File: config.mk
export PLATFORM = sky130hd
export DESIGN_NAME = sha1_hash_engine_unit
export DESIGN_NICKNAME = d
export VERILOG_FILES = /design/src/sha1_pkg.sv /design/src/sha1_core.sv /design/src/sha1_hash_engine_unit.sv
export SDC_FILE = /design/constraint.sdc
export NUM_CORES = 2
export LEC_CHECK = 0
export BUFFER_PORTS_ARGS = -buffer_cell sky130_fd_sc_hd__buf_4
export CORE_ASPECT_RATIO = 1.2
export CORE_MARGIN = 2
export CORE_UTILIZATION = 40
export DETAILED_ROUTE_END_ITERATION = 10
export PLACE_DENSITY_LB_ADDON = 0.3
export SYNTH_ARGS = -nofsm -noshare
export SYNTH_HDL_FRONTEND = slang
export SYNTH_HIERARCHICAL = 1
export SYNTH_SLANG_ARGS = --single-unit
File: constraint.sdc
create_clock -name clk -period 28.2 [get_ports clk]
set_clock_uncertainty 0.15 [all_clocks]
set_input_delay 4.23 -clock clk [delete_from_list [all_inputs] [get_ports clk]]
set_output_delay 4.23 -clock clk [all_outputs]
set_load 0.005 [all_outputs]
File: src/sha1_pkg.sv
// ----------------------------------------------------------------------------
// SHA-1 engine package
// Beat types, operation codes and the fixed constants of the SHA-1 rounds.
// ----------------------------------------------------------------------------
package sha1_pkg;

	typedef logic [4:0][31:0] word5_t;

	typedef struct packed {
		logic       op;
		logic [7:0] data_byte;
	} in_item_t;

	typedef struct packed {
		logic [31:0] digest_word;
		logic [2:0]  word_index;
		logic        last;
		logic        error;
	} out_item_t;

	localparam logic OP_ABSORB = 1'b0;
	localparam logic OP_FINISH = 1'b1;

	localparam word5_t H_INIT = {32'hC3D2E1F0, 32'h10325476, 32'h98BADCFE,
		32'hEFCDAB89, 32'h67452301};

	localparam logic [31:0] K_0 = 32'h5A827999;
	localparam logic [31:0] K_1 = 32'h6ED9EBA1;
	localparam logic [31:0] K_2 = 32'h8F1BBCDC;
	localparam logic [31:0] K_3 = 32'hCA62C1D6;

	localparam logic [7:0] PAD_BYTE = 8'h80;
	localparam logic [5:0] LEN_POS  = 6'd56;
	localparam logic [5:0] LAST_POS = 6'd63;
	localparam logic [2:0] LAST_IDX = 3'd4;
	localparam logic [6:0] LAST_RND = 7'd79;

endpackage

File: src/sha1_core.sv
// ----------------------------------------------------------------------------
// SHA-1 round unit
// Runs the 80 compression rounds of one 512-bit block, one round per cycle,
// with a rolling 16-word message schedule.
// ----------------------------------------------------------------------------
module sha1_core
	import sha1_pkg::*;
(
	input  logic         clk,
	input  logic         arst_n,
	input  logic         start,
	input  logic [511:0] block,
	input  word5_t       chain,
	output logic         done,
	output word5_t       work
);

	logic        busy_q;
	logic        done_q;
	logic [6:0]  rnd_q;
	logic [31:0] a_q, b_q, c_q, d_q, e_q;
	logic [31:0] win_q [16];

	logic [31:0] f_val;
	logic [31:0] k_val;
	logic [31:0] mix;
	logic [31:0] w_new;
	logic [31:0] t_sum;

	always_comb begin
		if (rnd_q < 7'd20) begin
			f_val = (b_q & c_q) | (~b_q & d_q);
			k_val = K_0;
		end else if (rnd_q < 7'd40) begin
			f_val = b_q ^ c_q ^ d_q;
			k_val = K_1;
		end else if (rnd_q < 7'd60) begin
			f_val = (b_q & c_q) | (b_q & d_q) | (c_q & d_q);
			k_val = K_2;
		end else begin
			f_val = b_q ^ c_q ^ d_q;
			k_val = K_3;
		end
		mix   = win_q[13] ^ win_q[8] ^ win_q[2] ^ win_q[0];
		w_new = {mix[30:0], mix[31]};
		t_sum = {a_q[26:0], a_q[31:27]} + f_val + e_q + win_q[0] + k_val;
	end

	always_ff @(posedge clk or negedge arst_n) begin
		if (!arst_n) begin
			busy_q <= 1'b0;
			done_q <= 1'b0;
			rnd_q  <= '0;
		end else begin
			done_q <= 1'b0;
			if (start) begin
				busy_q <= 1'b1;
				rnd_q  <= '0;
			end else if (busy_q) begin
				rnd_q <= rnd_q + 7'd1;
				if (rnd_q == LAST_RND) begin
					busy_q <= 1'b0;
					done_q <= 1'b1;
				end
			end
		end
	end

	always_ff @(posedge clk) begin
		if (start) begin
			a_q <= chain[0];
			b_q <= chain[1];
			c_q <= chain[2];
			d_q <= chain[3];
			e_q <= chain[4];
			for (int i = 0; i < 16; i++) begin
				win_q[i] <= block[511 - 32 * i -: 32];
			end
		end else if (busy_q) begin
			a_q <= t_sum;
			b_q <= a_q;
			c_q <= {b_q[1:0], b_q[31:2]};
			d_q <= c_q;
			e_q <= d_q;
			for (int i = 0; i < 15; i++) begin
				win_q[i] <= win_q[i + 1];
			end
			win_q[15] <= w_new;
		end
	end

	assign done = done_q;
	assign work = {e_q, d_q, c_q, b_q, a_q};

endmodule

File: src/sha1_hash_engine_unit.sv
// ----------------------------------------------------------------------------
// SHA-1 hash engine
// Takes message bytes one beat at a time and returns the SHA-1 digest as five
// 32-bit words on a finish beat.
//
// The byte channel carries an operation and a byte: absorb adds the byte to
// the message, finish pads the message and emits the digest. The digest
// channel returns words 0 to 4, most significant first, last set on word 4.
// If the message exceeds 2^64 - 1 bits, finish returns a single beat with
// error and last set and a zero word.
// An absorb beat that completes a 64-byte block holds the byte channel
// stalled while the round unit compresses the block, one round per cycle.
// Finish pads the message one byte per cycle, pausing for each of the one or
// two block compressions, then emits the digest words in order.
// byte_stall is high while a block is compressed, padded or emitted.
// A stalled digest beat holds in the output register; emission waits.
// After reset and after every finish the engine starts a new message from
// the initial chaining values.
// ----------------------------------------------------------------------------
module sha1_hash_engine_unit
	import sha1_pkg::*;
(
	input  logic      clk,
	input  logic      arst_n,
	input  logic      byte_valid,
	output logic      byte_stall,
	input  in_item_t  byte_beat,
	output logic      digest_valid,
	input  logic      digest_stall,
	output out_item_t digest_beat
);

	typedef enum logic [2:0] {
		ST_IDLE,
		ST_PADZ,
		ST_PADLEN,
		ST_HASH,
		ST_EMIT
	} state_t;

	state_t       state_q;
	state_t       ret_q;
	word5_t       chain_q;
	logic [511:0] buf_q;
	logic [5:0]   fill_q;
	logic [63:0]  bits_q;
	logic [63:0]  len_q;
	logic         too_long_q;
	logic         start_q;
	logic [2:0]   idx_q;
	logic         out_valid_q;
	out_item_t    out_q;

	logic         accept;
	logic         push;
	logic [7:0]   push_byte;
	logic         full;
	logic [63:0]  bits_next;
	logic         load_ok;
	logic         core_done;
	word5_t       core_work;

	sha1_core u_core (
		.clk    (clk),
		.arst_n (arst_n),
		.start  (start_q),
		.block  (buf_q),
		.chain  (chain_q),
		.done   (core_done),
		.work   (core_work)
	);

	assign byte_stall = (state_q != ST_IDLE);
	assign accept     = byte_valid && (state_q == ST_IDLE);
	assign bits_next  = bits_q + 64'd8;
	assign load_ok    = !out_valid_q || !digest_stall;

	always_comb begin
		push      = 1'b0;
		push_byte = '0;
		case (state_q)
			ST_IDLE: begin
				if (accept && !too_long_q) begin
					push      = 1'b1;
					push_byte = (byte_beat.op == OP_ABSORB) ? byte_beat.data_byte : PAD_BYTE;
				end
			end
			ST_PADZ: begin
				push = (fill_q != LEN_POS);
			end
			ST_PADLEN: begin
				push      = 1'b1;
				push_byte = len_q[63:56];
			end
			default: begin
				push = 1'b0;
			end
		endcase
		full = push && (fill_q == LAST_POS);
	end

	always_ff @(posedge clk or negedge arst_n) begin
		if (!arst_n) begin
			state_q     <= ST_IDLE;
			ret_q       <= ST_IDLE;
			chain_q     <= H_INIT;
			fill_q      <= '0;
			bits_q      <= '0;
			too_long_q  <= 1'b0;
			start_q     <= 1'b0;
			idx_q       <= '0;
			out_valid_q <= 1'b0;
		end else begin
			start_q <= 1'b0;
			if (out_valid_q && !digest_stall) begin
				out_valid_q <= 1'b0;
			end
			if (push) begin
				fill_q <= fill_q + 6'd1;
			end
			if (full) begin
				start_q <= 1'b1;
			end
			case (state_q)
				ST_IDLE: begin
					if (accept) begin
						if (byte_beat.op == OP_ABSORB) begin
							if (!too_long_q) begin
								bits_q <= bits_next;
								if (bits_next == 64'd0) begin
									too_long_q <= 1'b1;
								end
								if (full) begin
									state_q <= ST_HASH;
									ret_q   <= ST_IDLE;
								end
							end
						end else begin
							idx_q <= '0;
							if (too_long_q) begin
								state_q <= ST_EMIT;
							end else if (full) begin
								state_q <= ST_HASH;
								ret_q   <= ST_PADZ;
							end else begin
								state_q <= ST_PADZ;
							end
						end
					end
				end
				ST_PADZ: begin
					if (fill_q == LEN_POS) begin
						state_q <= ST_PADLEN;
					end else if (full) begin
						state_q <= ST_HASH;
						ret_q   <= ST_PADZ;
					end
				end
				ST_PADLEN: begin
					if (full) begin
						state_q <= ST_HASH;
						ret_q   <= ST_EMIT;
					end
				end
				ST_HASH: begin
					if (core_done) begin
						for (int i = 0; i < 5; i++) begin
							chain_q[i] <= chain_q[i] + core_work[i];
						end
						state_q <= ret_q;
					end
				end
				ST_EMIT: begin
					if (load_ok) begin
						out_valid_q <= 1'b1;
						if (too_long_q || idx_q == LAST_IDX) begin
							chain_q    <= H_INIT;
							fill_q     <= '0;
							bits_q     <= '0;
							too_long_q <= 1'b0;
							state_q    <= ST_IDLE;
						end else begin
							idx_q <= idx_q + 3'd1;
						end
					end
				end
				default: begin
					state_q <= ST_IDLE;
				end
			endcase
		end
	end

	always_ff @(posedge clk) begin
		if (push) begin
			buf_q <= {buf_q[503:0], push_byte};
		end
		if (state_q == ST_IDLE) begin
			len_q <= bits_q;
		end else if (push && state_q == ST_PADLEN) begin
			len_q <= {len_q[55:0], 8'h00};
		end
		if (state_q == ST_EMIT && load_ok) begin
			if (too_long_q) begin
				out_q.digest_word <= '0;
				out_q.word_index  <= '0;
				out_q.last        <= 1'b1;
				out_q.error       <= 1'b1;
			end else begin
				out_q.digest_word <= chain_q[idx_q];
				out_q.word_index  <= idx_q;
				out_q.last        <= (idx_q == LAST_IDX);
				out_q.error       <= 1'b0;
			end
		end
	end

	assign digest_valid = out_valid_q;
	assign digest_beat  = out_q;

endmodule
### After elaboration in Yosys (flattened, before gate mapping)

Memory sizes are Yosys's and may differ from the RTL's.
Cells that the tools add are included.

* RAM bits: 512
* output and inout port bits: 39
* word-level logic and storage cells: 225
* register bits after elaboration: 1024
* memories: 1

Memories
* u_core.win_q: words 16, width 32, rd ports 16, clocked after Yosys merged registers in 0, wr ports 16, RTL line sha1_core.sv:22 `logic [31:0] win_q [16];`

* $add $sub $neg: 13
* muxes and demuxes: 105
* magnitude comparators: 4
* equal/unequal tests: 21
* reductions and logical operators: 25
* bitwise logic cells: 29

Operators with widths (count)
* $mux 32: 32
* $mux 160: 3
* $mux 64: 7
* $pmux 160 s2: 1
* $add 32x32->32: 9
* $xor 32x32->32: 5
* $and 32x32->32: 4
* $pmux 64 s2: 1
* $bmux 32 s3: 1
* $or 32x32->32: 3
* $add 64x4->64 const B: 1
* $logic_not 64->1: 1
* $mux 3: 21
* $not 32->32: 1
* $mux 31: 1
* $mux 6: 4
* $mux 1: 23
* $ne 2x2->1 const B: 9
* $mux 8: 2
* $or 1x1->1: 16
* $pmux 8 s2: 1
* $pmux 3 s5: 1
* $reduce_and 5->1: 3
* $lt 7x6->1 const B: 2
* other kinds (27): 45

### Logic depth before layout (Yosys ltp)

* depth in word-level cells: 12
* mapped depth: 22
* mapped depth without buffers: 20

### By module

The synthesis kept the hierarchy.

Modules (own cells, without submodules)
* sha1_hash_engine_unit: area an instance 39243.9 sq um, cells each 3174, times used 1
* sha1_core: area an instance 35044.9 sq um, cells each 2331, times used 1

### Worst setup path before layout

No wires, ideal clock.

* path kind: input to register
* from: input byte_valid
* to: register fill_q[5]
* setup slack: -1.277 ns
* stages: 7
* setup time: 0.078 ns
* required time: 27.972 ns
* arrival: 29.249 ns
* path through: nand2_1 a21oi_1 a31oi_1 nor2_1 nand4_1 or3_1 a21oi_1

* cells in the longest elaborated chain, start to end: 8

RTL lines
* start, declared: RTL line sha1_hash_engine_unit.sv:25 `input logic byte_valid,`
* $logic_and 1x1->1 (*): RTL line sha1_hash_engine_unit.sv:74 `assign accept = byte_valid && (state_q == ST_IDLE);`
* $logic_and 1x1->1 (*): RTL line sha1_hash_engine_unit.sv:83 `if (accept && !too_long_q) begin`
* $mux 1 (*): RTL line sha1_hash_engine_unit.sv:83
* $pmux 1 s3 (*): RTL line sha1_hash_engine_unit.sv:81 `case (state_q)`
* $mux 6 (*): RTL line sha1_hash_engine_unit.sv:118 `if (push) begin`
* $mux 6: RTL line sha1_hash_engine_unit.sv:176 `if (too_long_q || idx_q == LAST_IDX) begin`
* $mux 6: RTL line sha1_hash_engine_unit.sv:174 `if (load_ok) begin`
* $mux 6 (*): RTL line sha1_hash_engine_unit.sv:124 `case (state_q)`
* end signal, assigned: RTL line sha1_hash_engine_unit.sv:119 `fill_q <= fill_q + 6'd1;`
* end, declared: RTL line sha1_hash_engine_unit.sv:45 `logic [5:0] fill_q;`

Mark *: on every way between the ends. The rest lies on a longest branch, timed or not.
A chain may end at the register's enable or synchronous reset.

### Worst setup path after layout

Same ends and word-level chain as after synthesis.

==> impl_results.md <==
* Status: finished, final reports clean
* Reg clk slew, reported paths at 60 ps
* Power Density at 54.5 nW/um2
* Clock Root Buffer: clkbuf_16
* Final Hold Fails at 0
* GRT Resource Usage Total at 18.5%
* Worst Path Required at 28,760 ps
* Total of max-cap violations at 0
* Die Height at 476 um
* Post-DRT Antenna Nets at 0
* Final min period at 7490 ps
* Most used DFF post-synth: edfxtp_1
* Worst-margin pin slew at 1150 ps
* Layout cells sized above 1 at 19.8%
* CP max-delay cell: buf_4
* Critical path class: input pin to flip-flop
* WP data arrival at 8050 ps
* Crit. End Element: flip-flop
* Final net count at 5,857
* P_leak at 25.3 nW
* IO Port Bufs at 51
* Post-synth EDFFs at 1,282
* Setup violators final at 0
* Crit start category: input pin
* Vias per cell at 5.45
* Hpwl dp at 117 mm
* Rows at 173
* F_max at 0.134 GHz
* Core Region at 185,000 um2
* Crit share post-route at 26.6%
* Syn_area_per_cell at 13.5 um2
* CP top delay family: buffers and inverters
* Die width at 397 um
* Relative slew slack at 23.1%
* Slew Limit Fails at 0
* CTS buffer count at 154
* FFs w/ async S/R, synth at 16.2%
* Hold buffer count at CTS at 0
* Synth-to-layout area growth at 10.4%
* VDD IR max at 0.0550 mV
* Pre-antenna DRT Iters at 6
* Number of global-route vias before repair at 44,600
* Largest net degree at the start of global routing at 178
* Max incr delay on CP at 920 ps
* Synth cell types at 117
* Hold_ws at 278 ps
* Antenna violations before repair at 3
* Routability cong. at 0.911
* Io pins at 52
* Part of the Yosys area used for sequential elements at 60.3%
* Initial Util at 40.2%
* DR WL/cell at 21.7 um
* Synthesis-stage register bit count at 1,530
* DRC Markers at 0
* Min-delay worst type: flip-flop to flip-flop
* CP cell instances: buf_4 > nand2_1 > a21oi_1 > a31oi_1 > nor2_4 > buf_4 > buf_4 > nand4_1 > or3_1 > a21oi_1
* Post-CTS setup buffer count at 0
* Cells after synthesis at 5,505
* Crit path max fanout at 79
* Setup TNS at 0 ps
* Clk sinks at 1,530
* CTS tree: built
* WL final at 176 mm
* Clk_lat worst skew at 810 ps
* Yosys warns at 6
* GRT Residual Overflow at 0
* Routed via count at 44,100
* RSZ-0062 raised after global routing: false
* Syn_nets at 5,842
* H-tree lvl count at 4
* Mapped cell area at 74,300 um2
* First-pass GRT wire length at 270 mm
* Buf/Inv on CP at 3
* Max clock buf depth at 3
* Die area at 189,000 um2
* Cell mode on critical path: buf_4
* Post-CTS resize count at 0
* DR iter-0 viols at 3,884
==> kinds of logic after synthesis <==
kind of cell	Yosys count	synth area share (%)
buffers and inverters	514	2.96
XOR/XNOR	294	3.47
AND/OR/NAND/NOR	1169	7.44
AO/OA/AOI/OAI	1013	8.66
adder cells (fa/ha/maj)	324	6.72
flip-flops	1530	60.3
multiplexers	661	10.4
==> final timing paths <==
kind,from,slack (ps),cells past startpoint,endpoint
worst max register to register,u_core/rnd_q[4]$_DFFE_PN0P_,21330,19,u_core/a_q[15]$_DFFE_PP_
max in group asynchronous,arst_n,22890,2,bits_q[55]$_DFFE_PN0P_
worst max-delay path,byte_valid,20710,10,fill_q[5]$_DFF_PN0_
worst min-delay path,buf_q[469]$_DFFE_PN_,280,0,buf_q[477]$_DFFE_PN_
min in group asynchronous,arst_n,3350,1,chain_q[99]$_DFFE_PN0P_
worst min register to register,buf_q[469]$_DFFE_PN_,280,0,buf_q[477]$_DFFE_PN_
==> cell type report <==
| class | instances | area (um2) |
|---|---|---|
| multi-input combinational | 3461 | 27400 |
| clock buffer | 196 | 4110 |
| timing repair buffer | 101 | 803 |
| sequential | 1530 | 44800 |
| antenna | 2 | 5.00 |
| tap | 2450 | 3070 |
| inverter | 272 | 1020 |
| fill | 16600 | 103000 |
| clock inverter | 84 | 818 |
==> cells in the mapped netlist (28+ instances only) <==
cell type  instances  area [um2]
a21o_1            83         623
a21oi_1          220        1100
a22oi_1           43         323
a31oi_1           31         194
and3_1            44         275
buf_2             39         195
clkbuf_1         160         601
dfrtp_1          168        4200
dfstp_2           80        2100
edfxtp_1        1282       38500
fa_1             125        2500
ha_1             199        2490
inv_1            267        1000
mux2_2           590        6640
mux2i_1           38         380
mux4_2            32         721
nand2_1          469        1760
nand3_1          115         576
nand4_1           44         275
nor2_1           264         991
nor3_1            66         330
o21a_1            28         210
o21ai_0          343        1720
o31ai_1           35         263
xnor2_1          185        1620
xor2_1           109         955
==> per-layer routing <==
layer,wire (um),GRT usage (%),vias to the layer above
met5,13,0,-
met4,6860,7.25,2
met3,8440,2.85,308
met2,84800,30.5,1146
met1,75900,24.7,22200
li1,-,-,20400
==> sequential cells by signal, indices dropped and copies added (netlist names) <==
signal,cells
idx_q,3
digest_valid,1
u_core/a_q,32
u_core/c_q,32
state_q,3
u_core/e_q,32
bits_q,61
too_long_q,1
chain_q,160
fill_q,6
u_core/busy_q,1
start_q,1
u_core/rnd_q,7
u_core/b_q,32
u_core/done,1
digest_beat,37
ret_q,3
len_q,61
u_core/d_q,32
u_core/win_q,512
buf_q,512
==> cells in the final DEF, fill, tap and decap left out, drive strengths merged, types with 28 or more instances in the layout <==
cell / count
a31oi: 32
clkbuf: 196
nor2: 266
a21o: 85
inv: 273
mux2: 591
a21oi: 221
o21a: 28
o31ai: 37
and3: 53
nor3: 68
clkinv: 69
dfrtp: 168
a22oi: 43
fa: 125
xnor2: 185
xor2: 109
nand4: 49
nand3: 116
dfstp: 80
nand2: 472
buf: 101
o21ai: 356
ha: 199
edfxtp: 1282
mux4: 32
mux2i: 38
==> stage by stage <==
| step | worst slack, ps | cell area (um2) | total power [mW] | util (%) | cells |
|---|---|---|---|---|---|
| CTS | 20700 | 82000 | 4.52 | 44.3 | 8094 |
| detailed placement | 19810 | 77100 | 2.48 | 41.7 | 7814 |
| global placement | 19790 | 77100 | 2.48 | 41.7 | 7814 |
| floorplan | 8130 | 74300 | 2.47 | - | 5505 |
| global route | 20420 | 82000 | 4.60 | 44.3 | 8094 |
| finish | 20710 | 82000 | 4.46 | 44.3 | 8096 |
==> where the power goes <==
| part | leakage [nW] | internal, mW | switching [mW] |
|---|---|---|---|
| combinational | 12.1 | 0.00159 | 0.00984 |
| sequential | 10.7 | 2.42 | 0.0000000000000000194 |
| clock | 2.40 | 1.14 | 0.895 |
| total | 25.3 | 3.56 | 0.905 |
Power figures use the tool's default switching activity.
